[src/hw/rtl/lsgs_pkg.sv]
// Shared types and constants of the laser scan grid sequencer.
// No dependencies.
package lsgs_pkg;
	localparam int unsigned DefMaxSamples = 1024;
	localparam bit DefZigzag = 1'b0;
	localparam logic [7:0] DimLevel = 8'd10;
	localparam logic [16:0] FracOne = 17'h10000;

	typedef enum logic [2:0] {
		OP_START = 3'd0,
		OP_STOP = 3'd1,
		OP_STATUS = 3'd2,
		OP_TRI = 3'd3,
		OP_TICK = 3'd4
	} opcode_t;

	typedef enum logic [2:0] {
		CFG_CORNER_A = 3'd0,
		CFG_CORNER_B = 3'd1,
		CFG_CORNER_C = 3'd2,
		CFG_CORNER_D = 3'd3,
		CFG_SAMPLES_U = 3'd4,
		CFG_SAMPLES_V = 3'd5,
		CFG_WARMUP = 3'd6
	} cfg_idx_t;

	// controller to datapath
	typedef struct packed {
		logic frac_u_start;  // start divider on horizontal fraction
		logic frac_v_start;  // start divider on vertical fraction
		logic blend_start;   // start blend sequence
	} dp_cmd_t;

	// datapath to controller
	typedef struct packed {
		logic frac_done;
		logic blend_done;
	} dp_sts_t;
endpackage

[src/hw/rtl/lsgs_datapath.sv]
// Datapath: serial fraction divider and multiply-accumulate blend unit.
// Depends on lsgs_pkg.
module lsgs_datapath #(
	parameter int unsigned MAX_SAMPLES = lsgs_pkg::DefMaxSamples,
	parameter int unsigned PW = $clog2(MAX_SAMPLES + 1)
) (
	input  logic                  clk,
	input  logic                  arst_n,
	input  lsgs_pkg::dp_cmd_t     cmd,
	output lsgs_pkg::dp_sts_t     sts,
	input  logic [PW-1:0]         pos,
	input  logic [PW-1:0]         count,
	input  logic [31:0]           corner_a,
	input  logic [31:0]           corner_b,
	input  logic [31:0]           corner_c,
	input  logic [31:0]           corner_d,
	output logic signed [15:0]    res_pan,
	output logic signed [15:0]    res_tilt
);
	import lsgs_pkg::*;

	localparam int unsigned NW = PW + 16;
	localparam int unsigned CW = $clog2(NW + 1);

	// restoring divider: (pos << 16) / (count-1)
	logic [NW-1:0] num_q;
	logic [NW-1:0] rem_q;
	logic [PW-1:0] den_q;
	logic [CW-1:0] dcnt_q;
	logic div_busy_q, div_v_q;
	logic [16:0] fu_q, fv_q;
	logic [NW:0] trial;
	logic [NW-1:0] rem_sh;
	logic [NW-1:0] quo_q;
	logic [16:0] qsat;
	logic [NW-1:0] qfin;

	assign rem_sh = {rem_q[NW-2:0], num_q[NW-1]};
	assign trial = {1'b0, rem_sh} - {{(NW+1-PW){1'b0}}, den_q};

	// saturated quotient as it stands on the last divider step
	assign qfin = {quo_q[NW-2:0], ~trial[NW]};
	assign qsat = (qfin > NW'(FracOne)) ? FracOne : qfin[16:0];

	// blend sequencer: six blended values, one per step
	logic [2:0] bstep_q;
	logic blend_busy_q;
	logic signed [17:0] f_s;
	logic signed [16:0] x_s, y_s;
	logic signed [35:0] prod_a, prod_b;
	logic signed [37:0] sum;
	logic signed [16:0] quot;
	logic signed [16:0] abp_q, abt_q, dcp_q, dct_q;
	logic frac_done_q, blend_done_q;

	assign sts.frac_done = frac_done_q;
	assign sts.blend_done = blend_done_q;

	always_comb begin
		f_s = (bstep_q < 3'd4) ? $signed({1'b0, fu_q}) : $signed({1'b0, fv_q});
		case (bstep_q)
			3'd0: begin
				x_s = 17'(signed'(corner_a[15:0]));
				y_s = 17'(signed'(corner_b[15:0]));
			end
			3'd1: begin
				x_s = 17'(signed'(corner_a[31:16]));
				y_s = 17'(signed'(corner_b[31:16]));
			end
			3'd2: begin
				x_s = 17'(signed'(corner_d[15:0]));
				y_s = 17'(signed'(corner_c[15:0]));
			end
			3'd3: begin
				x_s = 17'(signed'(corner_d[31:16]));
				y_s = 17'(signed'(corner_c[31:16]));
			end
			3'd4: begin
				x_s = abp_q;
				y_s = dcp_q;
			end
			default: begin
				x_s = abt_q;
				y_s = dct_q;
			end
		endcase
		prod_a = (18'sd65536 - f_s) * 36'(x_s);
		prod_b = f_s * 36'(y_s);
		sum = 38'(prod_a) + 38'(prod_b);
		// truncate toward zero
		quot = 17'((sum + ((sum < 0) ? 38'sd65535 : 38'sd0)) >>> 16);
	end

	always_ff @(posedge clk or negedge arst_n) begin
		if (!arst_n) begin
			div_busy_q <= 1'b0;
			div_v_q <= 1'b0;
			dcnt_q <= '0;
			num_q <= '0;
			rem_q <= '0;
			den_q <= '0;
			quo_q <= '0;
			fu_q <= '0;
			fv_q <= '0;
			blend_busy_q <= 1'b0;
			bstep_q <= '0;
			abp_q <= '0;
			abt_q <= '0;
			dcp_q <= '0;
			dct_q <= '0;
			res_pan <= '0;
			res_tilt <= '0;
			frac_done_q <= 1'b0;
			blend_done_q <= 1'b0;
		end else begin
			frac_done_q <= 1'b0;
			blend_done_q <= 1'b0;
			if (cmd.frac_u_start || cmd.frac_v_start) begin
				div_v_q <= cmd.frac_v_start;
				if (count <= PW'(1)) begin
					if (cmd.frac_v_start) fv_q <= '0;
					else fu_q <= '0;
					frac_done_q <= 1'b1;
				end else begin
					num_q <= {pos, 16'h0};
					den_q <= count - PW'(1);
					rem_q <= '0;
					quo_q <= '0;
					dcnt_q <= CW'(NW);
					div_busy_q <= 1'b1;
				end
			end else if (div_busy_q) begin
				num_q <= {num_q[NW-2:0], 1'b0};
				if (!trial[NW]) begin
					rem_q <= trial[NW-1:0];
					quo_q <= {quo_q[NW-2:0], 1'b1};
				end else begin
					rem_q <= rem_sh;
					quo_q <= {quo_q[NW-2:0], 1'b0};
				end
				dcnt_q <= dcnt_q - 1'b1;
				if (dcnt_q == CW'(1)) begin
					div_busy_q <= 1'b0;
					frac_done_q <= 1'b1;
					// capture the saturated quotient
					if (div_v_q) fv_q <= qsat;
					else fu_q <= qsat;
				end
			end
			if (cmd.blend_start) begin
				blend_busy_q <= 1'b1;
				bstep_q <= '0;
			end else if (blend_busy_q) begin
				case (bstep_q)
					3'd0: abp_q <= quot;
					3'd1: abt_q <= quot;
					3'd2: dcp_q <= quot;
					3'd3: dct_q <= quot;
					3'd4: res_pan <= quot[15:0];
					default: res_tilt <= quot[15:0];
				endcase
				bstep_q <= bstep_q + 3'd1;
				if (bstep_q == 3'd5) begin
					blend_busy_q <= 1'b0;
					blend_done_q <= 1'b1;
				end
			end
		end
	end
endmodule

[src/hw/rtl/lsgs_ctrl.sv]
// Controller: scan phases, grid position and output handshake.
// Depends on lsgs_pkg.
module lsgs_ctrl #(
	parameter int unsigned MAX_SAMPLES = lsgs_pkg::DefMaxSamples,
	parameter bit ZIGZAG = lsgs_pkg::DefZigzag,
	parameter int unsigned PW = $clog2(MAX_SAMPLES + 1)
) (
	input  logic              clk,
	input  logic              arst_n,
	input  logic              in_valid,
	output logic              in_stall,
	input  logic [2:0]        opcode,
	input  logic [7:0]        pan_speed,
	input  logic [7:0]        tilt_speed,
	input  logic              point_valid,
	input  logic [7:0]        laser_power,
	output logic              out_valid,
	input  logic              out_stall,
	output logic              move_valid,
	output logic              laser_valid,
	output logic [7:0]        laser_level,
	output logic              rotate_stop,
	output logic              point_accept,
	output logic [9:0]        cell_u,
	output logic [9:0]        cell_v,
	output logic              busy_res,
	output logic              done_res,
	output logic              tgt_sel,
	input  logic [10:0]       samples_u,
	input  logic [10:0]       samples_v,
	input  logic [15:0]       warmup_ticks,
	output lsgs_pkg::dp_cmd_t cmd,
	input  lsgs_pkg::dp_sts_t sts,
	output logic [PW-1:0]     pos,
	output logic [PW-1:0]     count
);
	import lsgs_pkg::*;

	typedef enum logic [2:0] {S_IDLE, S_FU, S_FV, S_BLEND, S_OUT} st_t;
	typedef enum logic [1:0] {PH_MOVING, PH_SCANNING, PH_WAITING} ph_t;

	st_t st_q;
	ph_t phase_q;
	logic active_q;
	logic [PW-1:0] pos_u_q, pos_v_q;
	logic [15:0] since_q;
	logic [7:0] saved_q;

	logic [PW-1:0] nu, nv, nu_adv, nv_adv;

	function automatic logic [PW-1:0] eff(input logic [10:0] n);
		logic [PW-1:0] r;
		if (n == 11'd0) r = PW'(1);
		else if ({{PW{1'b0}}, n} > (PW+11)'(MAX_SAMPLES)) r = PW'(MAX_SAMPLES);
		else r = PW'(n);
		return r;
	endfunction

	assign nu = eff(samples_u);
	assign nv = eff(samples_v);
	assign nu_adv = nu;
	assign nv_adv = nv;

	// hold the input while an item is worked out or a result waits
	assign in_stall = (st_q != S_IDLE) || out_valid;
	assign pos = (st_q == S_FV) ? pos_v_q : pos_u_q;
	assign count = (st_q == S_FV) ? nv : nu;

	// next-position logic for an advance
	logic [PW-1:0] adv_u, adv_v;
	logic adv_fin;
	always_comb begin
		adv_u = pos_u_q;
		adv_v = pos_v_q;
		adv_fin = 1'b0;
		if (ZIGZAG && pos_v_q[0]) begin
			if (pos_u_q == '0) begin
				adv_v = pos_v_q + 1'b1;
				adv_fin = ({1'b0, pos_v_q} + 1'b1) >= {1'b0, nv_adv};
			end else begin
				adv_u = pos_u_q - 1'b1;
			end
		end else if (({1'b0, pos_u_q} + 1'b1) >= {1'b0, nu_adv}) begin
			adv_u = ZIGZAG ? nu_adv - 1'b1 : '0;
			adv_v = pos_v_q + 1'b1;
			adv_fin = ({1'b0, pos_v_q} + 1'b1) >= {1'b0, nv_adv};
		end else begin
			adv_u = pos_u_q + 1'b1;
		end
	end

	always_ff @(posedge clk or negedge arst_n) begin
		if (!arst_n) begin
			st_q <= S_IDLE;
			phase_q <= PH_MOVING;
			active_q <= 1'b0;
			pos_u_q <= '0;
			pos_v_q <= '0;
			since_q <= '0;
			saved_q <= '0;
			out_valid <= 1'b0;
			cmd <= '0;
			tgt_sel <= 1'b0;
			move_valid <= 1'b0;
			laser_valid <= 1'b0;
			laser_level <= '0;
			rotate_stop <= 1'b0;
			point_accept <= 1'b0;
			cell_u <= '0;
			cell_v <= '0;
			busy_res <= 1'b0;
			done_res <= 1'b0;
		end else begin
			cmd <= '0;
			case (st_q)
				S_IDLE: begin
					if (in_valid && !out_valid) begin
						move_valid <= 1'b0;
						tgt_sel <= 1'b0;
						laser_valid <= 1'b0;
						laser_level <= '0;
						rotate_stop <= 1'b0;
						point_accept <= 1'b0;
						cell_u <= '0;
						cell_v <= '0;
						done_res <= 1'b0;
						busy_res <= active_q;
						st_q <= S_OUT;
						case (opcode)
							OP_START: begin
								saved_q <= laser_power;
								pos_u_q <= '0;
								pos_v_q <= '0;
								active_q <= 1'b1;
								busy_res <= 1'b1;
								laser_valid <= 1'b1;
								laser_level <= DimLevel;
								phase_q <= PH_MOVING;
								since_q <= '0;
								move_valid <= 1'b1;
								cmd.frac_u_start <= 1'b1;
								st_q <= S_FU;
							end
							OP_STOP: begin
								active_q <= 1'b0;
								busy_res <= 1'b0;
								rotate_stop <= 1'b1;
								laser_valid <= 1'b1;
								laser_level <= saved_q;
							end
							OP_STATUS: begin
								if (active_q && phase_q == PH_MOVING
									&& since_q >= warmup_ticks
									&& pan_speed == 8'd0 && tilt_speed == 8'd0) begin
									phase_q <= PH_SCANNING;
									laser_valid <= 1'b1;
									laser_level <= saved_q;
								end
							end
							OP_TRI: begin
								if (active_q && phase_q == PH_SCANNING && point_valid) begin
									point_accept <= 1'b1;
									cell_u <= 10'(pos_u_q);
									cell_v <= 10'(pos_v_q);
									phase_q <= PH_WAITING;
									laser_valid <= 1'b1;
									laser_level <= DimLevel;
								end else if (active_q && phase_q == PH_WAITING
									&& !point_valid) begin
									pos_u_q <= adv_u;
									pos_v_q <= adv_v;
									if (!adv_fin) begin
										phase_q <= PH_MOVING;
										since_q <= '0;
										move_valid <= 1'b1;
										cmd.frac_u_start <= 1'b1;
										st_q <= S_FU;
									end else begin
										active_q <= 1'b0;
										busy_res <= 1'b0;
										laser_valid <= 1'b1;
										laser_level <= saved_q;
										done_res <= 1'b1;
									end
								end
							end
							OP_TICK: begin
								if (since_q != 16'hFFFF) since_q <= since_q + 16'd1;
							end
							default: begin
							end
						endcase
					end else if (out_valid && !out_stall) begin
						out_valid <= 1'b0;
					end
				end
				S_FU: begin
					if (sts.frac_done) begin
						cmd.frac_v_start <= 1'b1;
						st_q <= S_FV;
					end
				end
				S_FV: begin
					if (sts.frac_done) begin
						cmd.blend_start <= 1'b1;
						st_q <= S_BLEND;
					end
				end
				S_BLEND: begin
					if (sts.blend_done) begin
						tgt_sel <= 1'b1;
						st_q <= S_OUT;
					end
				end
				S_OUT: begin
					out_valid <= 1'b1;
					st_q <= S_IDLE;
				end
				default: st_q <= S_IDLE;
			endcase
		end
	end
endmodule

[src/hw/rtl/laser_scan_grid_sequencer.sv]
// Laser scan grid sequencer: top level, configuration registers and outputs.
// Depends on lsgs_pkg, lsgs_ctrl and lsgs_datapath.
// Flow: an item that issues no move goes straight to S_OUT; an item that issues
// a move passes through S_FU, S_FV and S_BLEND first, for two bit-serial
// fraction divisions and the six-step blend.
// One item at a time: the next input transfer comes at the earliest in the
// cycle after the result transfer.
// Reset: asynchronous, clears scan state and loads register defaults.
module laser_scan_grid_sequencer #(
	parameter int unsigned MAX_SAMPLES = lsgs_pkg::DefMaxSamples,
	parameter bit ZIGZAG = lsgs_pkg::DefZigzag
) (
	input  logic               clk,
	input  logic               arst_n,
	input  logic               cfg_we,
	input  logic [2:0]         cfg_index,
	input  logic [31:0]        cfg_data,
	input  logic               in_valid,
	output logic               in_stall,
	input  logic [2:0]         opcode,
	input  logic [7:0]         pan_speed,
	input  logic [7:0]         tilt_speed,
	input  logic               point_valid,
	input  logic [7:0]         laser_power,
	output logic               out_valid,
	input  logic               out_stall,
	output logic               move_valid,
	output logic signed [15:0] target_pan,
	output logic signed [15:0] target_tilt,
	output logic               laser_valid,
	output logic [7:0]         laser_level,
	output logic               rotate_stop,
	output logic               point_accept,
	output logic [9:0]         cell_u,
	output logic [9:0]         cell_v,
	output logic               busy_res,
	output logic               done_res
);
	import lsgs_pkg::*;

	localparam int unsigned PW = $clog2(MAX_SAMPLES + 1);

	logic [31:0] corner_a_q, corner_b_q, corner_c_q, corner_d_q;
	logic [10:0] samples_u_q, samples_v_q;
	logic [15:0] warmup_q;

	// register file: take a write on any enabled cycle
	always_ff @(posedge clk or negedge arst_n) begin
		if (!arst_n) begin
			corner_a_q <= '0;
			corner_b_q <= '0;
			corner_c_q <= '0;
			corner_d_q <= '0;
			samples_u_q <= 11'd2;
			samples_v_q <= 11'd2;
			warmup_q <= 16'd1000;
		end else if (cfg_we) begin
			case (cfg_idx_t'(cfg_index))
				CFG_CORNER_A: corner_a_q <= cfg_data;
				CFG_CORNER_B: corner_b_q <= cfg_data;
				CFG_CORNER_C: corner_c_q <= cfg_data;
				CFG_CORNER_D: corner_d_q <= cfg_data;
				CFG_SAMPLES_U: samples_u_q <= cfg_data[10:0];
				CFG_SAMPLES_V: samples_v_q <= cfg_data[10:0];
				CFG_WARMUP: warmup_q <= cfg_data[15:0];
				default: begin
				end
			endcase
		end
	end

	dp_cmd_t cmd;
	dp_sts_t sts;
	logic [PW-1:0] pos, count;
	logic signed [15:0] res_pan, res_tilt;
	logic tgt_sel;

	lsgs_ctrl #(.MAX_SAMPLES(MAX_SAMPLES), .ZIGZAG(ZIGZAG), .PW(PW)) u_ctrl (
		.clk, .arst_n, .in_valid, .in_stall, .opcode, .pan_speed, .tilt_speed,
		.point_valid, .laser_power, .out_valid, .out_stall, .move_valid,
		.laser_valid, .laser_level, .rotate_stop, .point_accept, .cell_u,
		.cell_v, .busy_res, .done_res, .tgt_sel,
		.samples_u(samples_u_q), .samples_v(samples_v_q),
		.warmup_ticks(warmup_q), .cmd, .sts, .pos, .count
	);

	lsgs_datapath #(.MAX_SAMPLES(MAX_SAMPLES), .PW(PW)) u_dp (
		.clk, .arst_n, .cmd, .sts, .pos, .count,
		.corner_a(corner_a_q), .corner_b(corner_b_q),
		.corner_c(corner_c_q), .corner_d(corner_d_q),
		.res_pan, .res_tilt
	);

	// targets read zero unless this transfer carries a move
	assign target_pan = tgt_sel ? res_pan : 16'sd0;
	assign target_tilt = tgt_sel ? res_tilt : 16'sd0;

	a_move_has_target: assert property (@(posedge clk) disable iff (!arst_n)
		out_valid && !move_valid |-> target_pan == 16'sd0 && target_tilt == 16'sd0)
		else $error("target without move");
	a_no_accept_while_out: assert property (@(posedge clk) disable iff (!arst_n)
		out_valid |-> in_stall)
		else $error("input taken while a result waits");
	a_done_clears_busy: assert property (@(posedge clk) disable iff (!arst_n)
		out_valid && done_res |-> !busy_res)
		else $error("done while busy");
endmodule
[config.mk]
export PLATFORM = sky130hd
export DESIGN_NAME = laser_scan_grid_sequencer
export DESIGN_NICKNAME = d
export VERILOG_FILES = /design/src/hw/rtl/lsgs_pkg.sv /design/src/hw/rtl/lsgs_datapath.sv /design/src/hw/rtl/lsgs_ctrl.sv /design/src/hw/rtl/laser_scan_grid_sequencer.sv
export SDC_FILE = /design/constraint.sdc
export NUM_CORES = 2
export LEC_CHECK = 0
export BUFFER_PORTS_ARGS = -buffer_cell sky130_fd_sc_hd__buf_2
export CAP_MARGIN = 20
export CORE_MARGIN = 8
export CORE_UTILIZATION = 65
export DETAILED_ROUTE_END_ITERATION = 16
export GPL_ROUTABILITY_DRIVEN = 0
export PLACE_DENSITY = 0.82
export SYNTH_ARGS = -nofsm -noshare
export SYNTH_HDL_FRONTEND = slang
export SYNTH_SLANG_ARGS = --single-unit
export TNS_END_PERCENT = 100
[constraint.sdc]
create_clock -name clk -period 14.1 [get_ports clk]
set_input_delay 2.82 -clock clk [delete_from_list [all_inputs] [get_ports clk]]
set_output_delay 2.82 -clock clk [all_outputs]
set_load 0.01 [all_outputs]
==> metrics.md <==
| Metric | Value |
|---|---|
| Number of global-route vias before repair | `37100` |
| Root Driver | `clkbuf_16` |
| All-Layer GR Usage | `0.326` |
| Max-Cap Viols | `0` |
| Final setup fails | `0` |
| Htree depth | `2` |
| Worst Path Max Fanout | `25` |
| Wire per inst | `21.7 µm` |
| Slowest CP cell | `nor2_1` |
| Most common cell in the synthesized netlist | `inv_1` |
| Synth top area cells | `fa_1, dfrtp_1, ha_1, inv_1, mux2_2` |
| Main flop type after synthesis | `dfrtp_1` |
| Clk Latency, worst-skew pair | `0.61 ns` |
| Post-CTS Setup Inserts | `0` |
| Post-synthesis cell type count | `98` |
| FMAX | `75.3 MHz` |
| Min-Delay Path Depth | `2` |
| HP Class | `reg -> reg` |
| CTS Buf Count | `49` |
| Met3 routed WL | `12.7 mm` |
| Post-synth EDFFs | `0` |
| Syn Nets | `5644` |
| Fin cells | `5778` |
| Initial antenna violation count | `2` |
| Worst-margin pin slew | `1.12 ns` |
| Fraction of layout cells with a size suffix above 1 | `0.126` |
| Setup TNS | `0 ns` |
| Mapped Avg Cell Area | `9.69 µm²` |
| Total grt overflow | `0` |
| WL met2 | `57.6 mm` |
| Hold path start | `u_ctrl.laser_level[3]` |
| Req. time, crit path | `14.64 ns` |
| Drt drc | `0` |
| Synth Cell Area | `45600 µm²` |
| Routed vias | `35400` |
| Num Clock Sinks | `477` |
| Category of the worst setup path launch point | `register` |
| Crit path buf inv count | `7` |
| Tmin final | `13.28 ns` |
| Core ar. | `69800 µm²` |
| Reg2Reg Launch Point | `u_dp.bstep_q[2]` |
| Total wire length | `126 mm` |
| Initial core utilization | `0.653` |
| Post-layout util | `0.706` |
| Dominant cell type by area after synthesis | `fa_1` |
| Full die area | `78900 µm²` |
| Placed insts | `5673` |
| First-pass GRT wire length | `202 mm` |
| Met1 Wirelength | `46.5 mm` |
| Yosys reg bits | `477` |
| Worst-path clk slew | `0.06 ns` |
| Crit. End Element | `register` |
| CP delay by family, top | `adder cells` |
| Fill cells | `4941` |
| IO buf count | `135` |
| Register area share after synthesis | `0.262` |
| TritonCTS clock tree | `yes` |
| CTS Hold Bufs | `0` |
| Clk_skew | `0.0367 ns` |
| Core Rows | `97` |
| Synth top area share | `0.268` |
| Mapped Cells | `4706` |
| P&R area growth vs syn | `8.09%` |
| Layout net count | `5732` |
| Top Layer Used | `met4` |
| Die Height | `281 µm` |
| RSZ-0062 raised after global routing | `false` |
| Reg2reg setup slack | `0.82 ns` |
| R2r worst-path depth | `40` |
| Synth Warn # | `0` |
| Die Wd | `281 µm` |
| Final hold violations | `0` |
| Worst Hold End | `u_ctrl.laser_level[3]` |
| DR iter-0 viols | `3629` |
| CTS Buffer Depth | `3` |
| Crit path largest cell delay | `0.84 ns` |
| Reg2reg end | `u_dp.res_tilt[13]` |
| Fin. max-slew vios | `0` |
| Slew HR | `0.230` |
| Vias per inst | `6.13` |
| Crit path top cell by count | `fa_1` |
| Cts repair resizes | `0` |
| Worst hold margin | `0.479 ns` |
| Crit Path Category | `reg -> reg` |
| Largest net degree at the start of global routing | `104` |
| Asr flop ratio synth | `1.00` |
| Routed Antenna Nets | `0` |
| Top cells by count, synth | `inv_1, fa_1, nand2_1` |
| DP HPWL | `95.2 mm` |
| Outcome | `completed` |
| Initial DRT Pass Iterations | `6` |
| CP Data Arrival Time | `13.82 ns` |
| Final period utilization | `0.942` |
| Top Ports | `136` |
per-layer routing:
metal,vias to the layer above,global-route usage
met2,1971,0.510
met3,535,0.0717
met4,0,0.190
met5,-,0
met1,17600,0.418
li1,15300,-
per-stage QoR:
stage,cell area (µm²),setup slack [ns]
2_1_floorplan,45600,2.31
3_3_place_gp,47400,1.35
3_5_place_dp,47400,0.961
4_1_cts,49100,0.936
5_1_grt,49300,0.204
6_report,49300,0.821
cell families (layout without fill, tap and decap cells):
group                    Yosys count  count (layout)  share of synthesized area
AO/OA/AOI/OAI                    627             627                     0.0923
XOR/XNOR                         115             115                     0.0223
adder cells (fa/ha/maj)          870             870                      0.339
buffers and inverters            971            1100                     0.0811
flip-flops                       477             477                      0.262
multiplexers                     289             289                     0.0701
other                              0               3                          0
AND/OR/NAND/NOR                 1357            1357                      0.133
layout make-up:
cell class	count	area, µm²	area share
multi-input cells	3258	30000	0.609
repair buffers	242	1560	0.0317
inverters	766	2880	0.0583
well taps	940	1180	0.0239
diodes	3	7.51	0.000152
flip-flops and latches	477	11900	0.242
clock inverters	19	258	0.00523
clock buffers	73	1440	0.0291
how the worst max path moves through the flow:
stage               cells past startpoint       startpoint           endpoint  slack, ns
finish                                 40  u_dp.bstep_q[2]  u_dp.res_tilt[13]       0.82
global route                           40  u_dp.bstep_q[2]   u_dp.res_pan[13]       0.20
CTS                                    36  u_dp.bstep_q[2]  u_dp.res_tilt[13]       0.94
detailed placement                     36  u_dp.bstep_q[2]  u_dp.res_tilt[13]       0.96
global placement                       36  u_dp.bstep_q[2]     u_dp.dct_q[13]       1.35
floorplan                              45  u_dp.bstep_q[2]     u_dp.abp_q[13]       2.31
cell usage in the layout, fill, tap and decap left out, drive strengths merged, types with 64 or more instances in the layout:
| cell | n |
|---|---|
| fa | 610 |
| clkbuf | 73 |
| inv | 767 |
| nand2b | 67 |
| xnor2 | 82 |
| dfrtp | 469 |
| ha | 260 |
| mux2 | 240 |
| and2 | 78 |
| a21oi | 64 |
| nand2 | 524 |
| nor2 | 442 |
| o21ai | 252 |
| buf | 242 |
registers in the layout (all words and copies together), names as in the netlist, 26 cells and up:
name	cells
corner_d_q	32
corner_c_q	32
u_dp.quo_q	26
u_dp.rem_q	26
corner_b_q	32
corner_a_q	32
worst min-delay path: cells and delay by family, from the launching register on:
kind	cells	cell delay, ns
flip-flops	1	0.34
AO/OA/AOI/OAI	1	0.05
AND/OR/NAND/NOR	1	0.05
Power is not shown: default switching activity piles up to over one toggle a cycle in this logic, so the estimate is an artifact.
